**src/rtl/lattice_word_checksum_engine_macros.svh**
```systemverilog
// assertion macros for the checksum engine
`ifndef LATTICE_WORD_CHECKSUM_ENGINE_MACROS_SVH
`define LATTICE_WORD_CHECKSUM_ENGINE_MACROS_SVH

// same-cycle implication
`define LWCE_ASSERT_NOW(label, clk, rst_n, ante, cons, msg) \
	label: assert property (@(posedge clk) disable iff (!rst_n) (ante) |-> (cons)) \
		else $error(msg);

// next-cycle implication
`define LWCE_ASSERT_NEXT(label, clk, rst_n, ante, cons, msg) \
	label: assert property (@(posedge clk) disable iff (!rst_n) (ante) |=> (cons)) \
		else $error(msg);

`endif

```
**src/rtl/lwce_pkg.sv**
```systemverilog
package lwce_pkg;

	localparam int unsigned COUNT_WIDTH_DEF = 40;
	localparam logic [31:0] CRC_POLY = 32'h04C1_1DB7;
	localparam logic [4:0]  MOD_A_LAST = 5'd28;
	localparam logic [4:0]  MOD_B_LAST = 5'd30;

	typedef struct packed {
		logic load;
		logic crc_step;
		logic fold_step;
		logic emit;
	} lwce_cmd_t;

	typedef struct packed {
		logic last;
		logic total_zero;
	} lwce_stat_t;

	function automatic logic [31:0] swap32(input logic [31:0] v);
		return {v[7:0], v[15:8], v[23:16], v[31:24]};
	endfunction

	function automatic logic [31:0] rotl32(input logic [31:0] v, input logic [4:0] r);
		logic [63:0] tmp;
		tmp = {v, v} << r;
		return tmp[63:32];
	endfunction

	function automatic logic [31:0] crc_byte(input logic [31:0] crc, input logic [7:0] b);
		logic [31:0] c;
		c = crc ^ {b, 24'h00_0000};
		for (int i = 0; i < 8; i++) begin
			c = c[31] ? ((c << 1) ^ CRC_POLY) : (c << 1);
		end
		return c;
	endfunction

endpackage

```
**src/rtl/lwce_ctrl.sv**
```systemverilog
`include "lattice_word_checksum_engine_macros.svh"

module lwce_ctrl
	import lwce_pkg::*;
(
	input  logic       clk,
	input  logic       arst_n,
	input  logic       in_valid,
	output logic       in_stall,
	output logic       out_valid,
	input  logic       out_stall,
	input  lwce_stat_t stat,
	output lwce_cmd_t  cmd
);

	typedef enum logic [3:0] {
		S_IDLE = 4'b0001,
		S_CRC  = 4'b0010,
		S_FOLD = 4'b0100,
		S_EMIT = 4'b1000
	} state_t;

	state_t     state_q, state_d;
	logic [1:0] crc_cnt_q;
	logic       out_valid_q;
	logic       out_free;

	assign in_stall  = (state_q != S_IDLE);
	assign out_valid = out_valid_q;
	assign out_free  = !out_valid_q || !out_stall;

	always_comb begin
		state_d       = state_q;
		cmd.load      = 1'b0;
		cmd.crc_step  = 1'b0;
		cmd.fold_step = 1'b0;
		cmd.emit      = 1'b0;
		case (state_q)
			S_IDLE: begin
				if (in_valid) begin
					cmd.load = 1'b1;
					state_d  = S_CRC;
				end
			end
			S_CRC: begin
				cmd.crc_step = 1'b1;
				if (crc_cnt_q == 2'd3) begin
					state_d = stat.last ? S_FOLD : S_EMIT;
				end
			end
			S_FOLD: begin
				if (stat.total_zero) begin
					state_d = S_EMIT;
				end else begin
					cmd.fold_step = 1'b1;
				end
			end
			S_EMIT: begin
				if (out_free) begin
					cmd.emit = 1'b1;
					state_d  = S_IDLE;
				end
			end
			default: begin
				state_d = S_IDLE;
			end
		endcase
	end

	always_ff @(posedge clk or negedge arst_n) begin
		if (!arst_n) begin
			state_q     <= S_IDLE;
			crc_cnt_q   <= 2'd0;
			out_valid_q <= 1'b0;
		end else begin
			state_q <= state_d;
			if (cmd.load) begin
				crc_cnt_q <= 2'd0;
			end else if (cmd.crc_step) begin
				crc_cnt_q <= crc_cnt_q + 2'd1;
			end
			if (cmd.emit) begin
				out_valid_q <= 1'b1;
			end else if (!out_stall) begin
				out_valid_q <= 1'b0;
			end
		end
	end

	`LWCE_ASSERT_NOW(a_emit_needs_room, clk, arst_n, cmd.emit, !out_valid_q || !out_stall, "emit while output register full")
	`LWCE_ASSERT_NEXT(a_load_starts_crc, clk, arst_n, cmd.load, state_q == S_CRC && crc_cnt_q == 2'd0, "accepted word did not start crc")
	`LWCE_ASSERT_NEXT(a_emit_sets_valid, clk, arst_n, cmd.emit, out_valid_q, "emitted word not shown")

endmodule

```
**src/rtl/lwce_dp.sv**
```systemverilog
`include "lattice_word_checksum_engine_macros.svh"

module lwce_dp
	import lwce_pkg::*;
#(
	parameter int unsigned COUNT_WIDTH = COUNT_WIDTH_DEF
) (
	input  logic        clk,
	input  logic        arst_n,
	input  logic        cfg_wr_en,
	input  logic        cfg_wr_data,
	input  logic [31:0] data_word,
	input  logic        last_word,
	input  lwce_cmd_t   cmd,
	output lwce_stat_t  stat,
	output logic [31:0] sum_mod29,
	output logic [31:0] sum_mod31,
	output logic [31:0] cksum_value,
	output logic        final_flag
);

	logic                   byte_rev_q;
	logic [31:0]            sum_a_q, sum_b_q;
	logic [4:0]             pos_a_q, pos_b_q;
	logic [31:0]            crc_q;
	logic [COUNT_WIDTH-1:0] total_q;
	logic [31:0]            word_q;
	logic                   last_q;
	logic [31:0]            sum29_q, sum31_q, cksum_q;
	logic                   final_q;
	logic [31:0]            w_in;

	assign w_in = byte_rev_q ? swap32(data_word) : data_word;

	assign stat.last       = last_q;
	assign stat.total_zero = (total_q == '0);

	assign sum_mod29   = sum29_q;
	assign sum_mod31   = sum31_q;
	assign cksum_value = cksum_q;
	assign final_flag  = final_q;

	always_ff @(posedge clk or negedge arst_n) begin
		if (!arst_n) begin
			byte_rev_q <= 1'b0;
			sum_a_q    <= '0;
			sum_b_q    <= '0;
			pos_a_q    <= '0;
			pos_b_q    <= '0;
			crc_q      <= '0;
			total_q    <= '0;
		end else begin
			if (cfg_wr_en) begin
				byte_rev_q <= cfg_wr_data;
			end
			if (cmd.load) begin
				sum_a_q <= sum_a_q ^ rotl32(w_in, pos_a_q);
				sum_b_q <= sum_b_q ^ rotl32(w_in, pos_b_q);
				pos_a_q <= (pos_a_q == MOD_A_LAST) ? 5'd0 : pos_a_q + 5'd1;
				pos_b_q <= (pos_b_q == MOD_B_LAST) ? 5'd0 : pos_b_q + 5'd1;
				total_q <= total_q + COUNT_WIDTH'(4);
			end else if (cmd.crc_step) begin
				crc_q <= crc_byte(crc_q, word_q[31:24]);
			end else if (cmd.fold_step) begin
				crc_q   <= crc_byte(crc_q, total_q[7:0]);
				total_q <= total_q >> 8;
			end else if (cmd.emit && last_q) begin
				sum_a_q <= '0;
				sum_b_q <= '0;
				pos_a_q <= '0;
				pos_b_q <= '0;
				crc_q   <= '0;
				total_q <= '0;
			end
		end
	end

	always_ff @(posedge clk) begin
		if (cmd.load) begin
			word_q <= w_in;
			last_q <= last_word;
		end else if (cmd.crc_step) begin
			word_q <= word_q << 8;
		end
		if (cmd.emit) begin
			sum29_q <= sum_a_q;
			sum31_q <= sum_b_q;
			cksum_q <= last_q ? ~crc_q : 32'd0;
			final_q <= last_q;
		end
	end

	`LWCE_ASSERT_NOW(a_fold_nonzero, clk, arst_n, cmd.fold_step, total_q != '0, "fold step with empty count")
	`LWCE_ASSERT_NEXT(a_final_clears, clk, arst_n, cmd.emit && last_q, sum_a_q == '0 && crc_q == '0 && total_q == '0, "state not cleared after final word")

endmodule

```
**src/rtl/lattice_word_checksum_engine.sv**
```systemverilog
// Word checksum engine: each accepted 32-bit word (byte-swapped first when
// byte_reverse is set) is folded into two rotating xor sums, rotation cycling
// mod 29 and mod 31, and into a posix cksum crc-32 one byte per cycle. A word
// is accepted, then passes through four crc byte steps, then loads the output
// register once that register is free. A word with last_word set also folds
// the byte count into the crc least significant byte first, one byte a cycle,
// until the remaining count is zero; cksum_value then carries the complemented
// crc, final_flag is set and all sums and counts clear. The result sits in an
// output register, so the next word is taken while it waits; byte_reverse
// keeps its value across streams.

module lattice_word_checksum_engine
	import lwce_pkg::*;
#(
	parameter int unsigned COUNT_WIDTH = COUNT_WIDTH_DEF
) (
	input  logic        clk,
	input  logic        arst_n,
	input  logic        cfg_wr_en,
	input  logic        cfg_wr_data,
	input  logic        in_valid,
	output logic        in_stall,
	input  logic [31:0] data_word,
	input  logic        last_word,
	output logic        out_valid,
	input  logic        out_stall,
	output logic [31:0] sum_mod29,
	output logic [31:0] sum_mod31,
	output logic [31:0] cksum_value,
	output logic        final_flag
);

	lwce_cmd_t  cmd;
	lwce_stat_t stat;

	lwce_ctrl u_ctrl (
		.clk       (clk),
		.arst_n    (arst_n),
		.in_valid  (in_valid),
		.in_stall  (in_stall),
		.out_valid (out_valid),
		.out_stall (out_stall),
		.stat      (stat),
		.cmd       (cmd)
	);

	lwce_dp #(
		.COUNT_WIDTH (COUNT_WIDTH)
	) u_dp (
		.clk         (clk),
		.arst_n      (arst_n),
		.cfg_wr_en   (cfg_wr_en),
		.cfg_wr_data (cfg_wr_data),
		.data_word   (data_word),
		.last_word   (last_word),
		.cmd         (cmd),
		.stat        (stat),
		.sum_mod29   (sum_mod29),
		.sum_mod31   (sum_mod31),
		.cksum_value (cksum_value),
		.final_flag  (final_flag)
	);

endmodule
```
**config.mk**
```make
export PLATFORM = sky130hd
export DESIGN_NAME = lattice_word_checksum_engine
export DESIGN_NICKNAME = d
export VERILOG_FILES = /design/src/rtl/lwce_pkg.sv /design/src/rtl/lwce_ctrl.sv /design/src/rtl/lwce_dp.sv /design/src/rtl/lattice_word_checksum_engine.sv
export VERILOG_INCLUDE_DIRS = /design/src /design/src/rtl
export SDC_FILE = /design/constraint.sdc
export NUM_CORES = 1
export LEC_CHECK = 0
export BUFFER_PORTS_ARGS = -buffer_cell sky130_fd_sc_hd__buf_2
export CAP_MARGIN = 20
export CORE_MARGIN = 2
export CORE_UTILIZATION = 55
export DETAILED_ROUTE_END_ITERATION = 8
export GPL_TIMING_DRIVEN = 1
export PLACE_DENSITY = 0.72
export SETUP_SLACK_MARGIN = 0.1
export SLEW_MARGIN = 20
export SYNTH_ARGS = -nofsm -noshare
export SYNTH_HDL_FRONTEND = slang
export SYNTH_SLANG_ARGS = --single-unit
```
**constraint.sdc**
```tcl
create_clock -name clk -period 9.1 [get_ports clk]
set_input_delay 0.455 -clock clk [delete_from_list [all_inputs] [get_ports clk]]
set_output_delay 0.455 -clock clk [all_outputs]
set_load 0.03 [all_outputs]
```
==> results.sh <==
export IMPL_status="completed"
export IMPL_syn2layout_area_growth_pct=11.71
export IMPL_worst_setup_path_start_kind="register"
export IMPL_ant_nets=0
export IMPL_rr_worst_depth=9
export IMPL_routed_via_density=6.545
export IMPL_wirelength_um=42620
export IMPL_antenna_found_initial=0
export IMPL_rows=64
export IMPL_gp_congestion=0.8971
export IMPL_placed_cell_area_um2=18180
export IMPL_final_util=0.6260
export IMPL_yosysWarnings=0
export IMPL_setup_viol=0
export IMPL_seq_area_um2=7762
export IMPL_fp_dieH_um=181.0
export IMPL_max_slew_margin_rel=0.2729
export IMPL_drive_gt1_frac=0.2314
export IMPL_skew_ps=9.665
export IMPL_power_density_nw_per_um2=394.8
export IMPL_hp_class="input port to register"
export IMPL_whs_path_depth=1
export IMPL_grt_overflow_total=0
export IMPL_cts_root_buf="clkbuf_16"
export IMPL_tns_ps=0
export IMPL_cts_max_level=1
export IMPL_clock_latency_ps=560
export IMPL_cts_buffers=30
export IMPL_core_area_um2=30750
export IMPL_cts_path_max_buffers=3
export IMPL_hpwl_um=28950
export IMPL_path_max_fanout=103
export IMPL_floorplan_initialDensity=0.5603
export IMPL_timing_final_max_slew_violations=0
export IMPL_crit_required_ps=9510
export IMPL_drtPass1Iterations=5
export IMPL_die_area_um2=32760
export IMPL_synth_yosys_seq_area_share=0.4503
export IMPL_fill_cells=2402
export IMPL_ys_flop_type="dfrtp_1"
export IMPL_ir_drop_mv=0.2168
export IMPL_cts_tree="built"
export IMPL_die_w_um=181.0
export IMPL_ioPinCount=138
export IMPL_finalInstanceArea_um2=19250
export IMPL_finalCritPeriodShare=0.4231
export IMPL_cts_clk_slew_worst_paths_ps=60
export IMPL_period_needed_ps=3850
export IMPL_maxCapViolations=0
export IMPL_hold_violations=0
export IMPL_grt_max_degree=104
export IMPL_synth_fp_nets=1485
export IMPL_io_buffers=137
export IMPL_tightest_slew_ps=1089
export IMPL_synth_edf_count=130
export IMPL_rsz0062_at_grt="false"
export IMPL_synth_area_um2=17230
export IMPL_antenna_cells=0
export IMPL_synth_avg_cell_area_um2=11.97
export IMPL_grt_pass1_vias=12260
export IMPL_wl_per_cell_um=21.93
export IMPL_track_usage=0.2603
export IMPL_netlist_instances=1439
export IMPL_fmax_ghz=0.2598
export IMPL_vias=12720
export IMPL_synth_async_sr_flop_share=0.5423
export IMPL_drtIter0Drc=1458
export IMPL_multi_input_area_um2=9010
export IMPL_ys_ff_latch=284
export IMPL_grt_pass1_wl_um=68330
export IMPL_critical_path_endpoint_type="register"
export IMPL_cts_sinks=284
export IMPL_nets=1569
export IMPL_critical_path_arrival_ps=4260
export IMPL_p_leak_uw=0.007055
export IMPL_path_class="register to register"
export IMPL_ys_types=60
export IMPL_drcViolationCount=0
layout by cell type, fill, tap and decap left out, types with 13 or more instances in the layout:
master	instances
buf_2	136
buf_4	21
clkbuf_16	30
dfrtp_1	152
edfxtp_1	130
inv_1	15
mux2i_1	97
mux4_2	128
nand2_1	103
nand3_1	35
nand4_1	14
nor2_1	140
nor4_1	13
o21ai_0	68
o21ai_1	14
o221ai_1	17
o22ai_1	72
xnor2_1	161
xor2_1	29
routing by layer:
metal,global-route usage,vias up,share of wire
met5,0,-,0
met2,0.4128,661,0.47
met4,0.06472,0,0.021
li1,-,5644,-
met1,0.3766,6310,0.43
met3,0.04717,101,0.086
logic make-up after synthesis:
logic type | synth area share
and+or+nand+nor | 0.08866
xor gates and xnor gates | 0.1073
adders and majority gates | 0.005083
muxes | 0.2243
buffers and inverters | 0.02847
DFF | 0.4503
AOI/OAI and AO/OA | 0.09586
synthesized netlist by cell type (3+ instances only):
cell type / count / share of area
dfrtp_1: 153 / 0.22
xor2_2: 4 / 0.0038
nand2b_1: 4 / 0.0015
ha_1: 7 / 0.0051
a22oi_1: 4 / 0.0017
o21ai_1: 14 / 0.0041
o311ai_1: 7 / 0.0036
buf_2: 23 / 0.0067
o31ai_1: 4 / 0.0017
a221oi_1: 4 / 0.0020
mux2i_1: 97 / 0.056
nor3_1: 8 / 0.0023
a221o_1: 12 / 0.0070
a21o_1: 3 / 0.0013
o21ai_0: 68 / 0.020
nand2_1: 103 / 0.022
nor2_1: 142 / 0.031
edfxtp_1: 130 / 0.23
mux4_2: 128 / 0.17
xnor2_2: 4 / 0.0038
o221ai_1: 17 / 0.0086
buf_1: 26 / 0.0057
nand3_1: 35 / 0.010
or4_1: 4 / 0.0017
a21oi_1: 13 / 0.0038
clkbuf_1: 58 / 0.013
nor4_1: 13 / 0.0047
o22ai_1: 72 / 0.026
or3_1: 3 / 0.0011
nand4_1: 14 / 0.0051
xor2_1: 29 / 0.015
o211ai_1: 5 / 0.0022
and3_1: 8 / 0.0029
a31oi_1: 12 / 0.0044
o311ai_0: 3 / 0.0015
xnor2_1: 161 / 0.082
a31o_1: 4 / 0.0020
inv_1: 15 / 0.0033
critical path: stages (launching register included):
cell and delay (ps):
dfrtp_1 440, nand3b_1 160, or3_2 110, buf_4 710, clkinv_1 470, buf_4 360
nand2_1 800, o22ai_1 280, xnor2_1 230, nor2_1 60
flip-flops by register name, indices dropped and copies added, names as in the netlist:
| signal | count |
|---|---|
| u_dp.sum_b_q | 32 |
| u_ctrl.state_q | 4 |
| u_dp.byte_rev_q | 1 |
| u_dp.pos_a_q | 5 |
| u_ctrl.crc_cnt_q | 2 |
| u_dp.sum_a_q | 32 |
| u_dp.total_q | 40 |
| u_dp.last_q | 1 |
| u_dp.sum_mod29 | 32 |
| u_dp.final_flag | 1 |
| u_dp.crc_q | 32 |
| u_dp.word_q | 32 |
| u_dp.pos_b_q | 5 |
| u_dp.sum_mod31 | 32 |
| u_ctrl.out_valid | 1 |
| u_dp.cksum_value | 32 |
metrics by stage:
step                      cells  hold WS, ps  worst slack, ps  power, µW
after floorplan            1439        159.4             3033       5442
after global placement     1886        453.4             5360       6151
after detailed placement   1886        457.0             5253       6270
after CTS                  1943        68.75             5294       7598
after global routing       1943        68.06             4918       8093
final                      1943        98.90             5250       7599
report_power, final:
| group | total [µW] | switching (µW) | internal (µW) |
|---|---|---|---|
| clock | 1300 | 523 | 781 |
| sequential | 2070 | 302 | 1770 |
| combinational | 4220 | 2260 | 1970 |
what timing repair did:
item | CTS | global route
buffers inserted | 0 | 0
endpoints found under the hold margin | 22 | 0
hold buffers | 1 | 0
resized for setup | 0 | 0
final cells by class:
class	count	area share
Clock inverter	22	0.01534
Clock buffer	34	0.03978
Timing Repair Buffer	159	0.04466
Sequential cell	284	0.4033
Inverter	16	0.003120
Multi-Input combinational cell	1032	0.4681
Tap cell	396	0.02574
worst paths after layout:
kind,startpoint,to,slack [ps]
worst min-delay path,last_word,u_dp.last_q,100
max in group asynchronous,arst_n,u_dp.sum_a_q[18],7130
worst min register to register,u_dp.sum_b_q[2],u_dp.sum_mod31[2],470
min in group asynchronous,arst_n,u_dp.total_q[23],530
worst max-delay path,u_ctrl.state_q[1],u_dp.sum_b_q[11],5250
worst max register to register,u_ctrl.state_q[1],u_dp.sum_b_q[11],5250
Note: power is estimated with default switching activity, not from simulation.
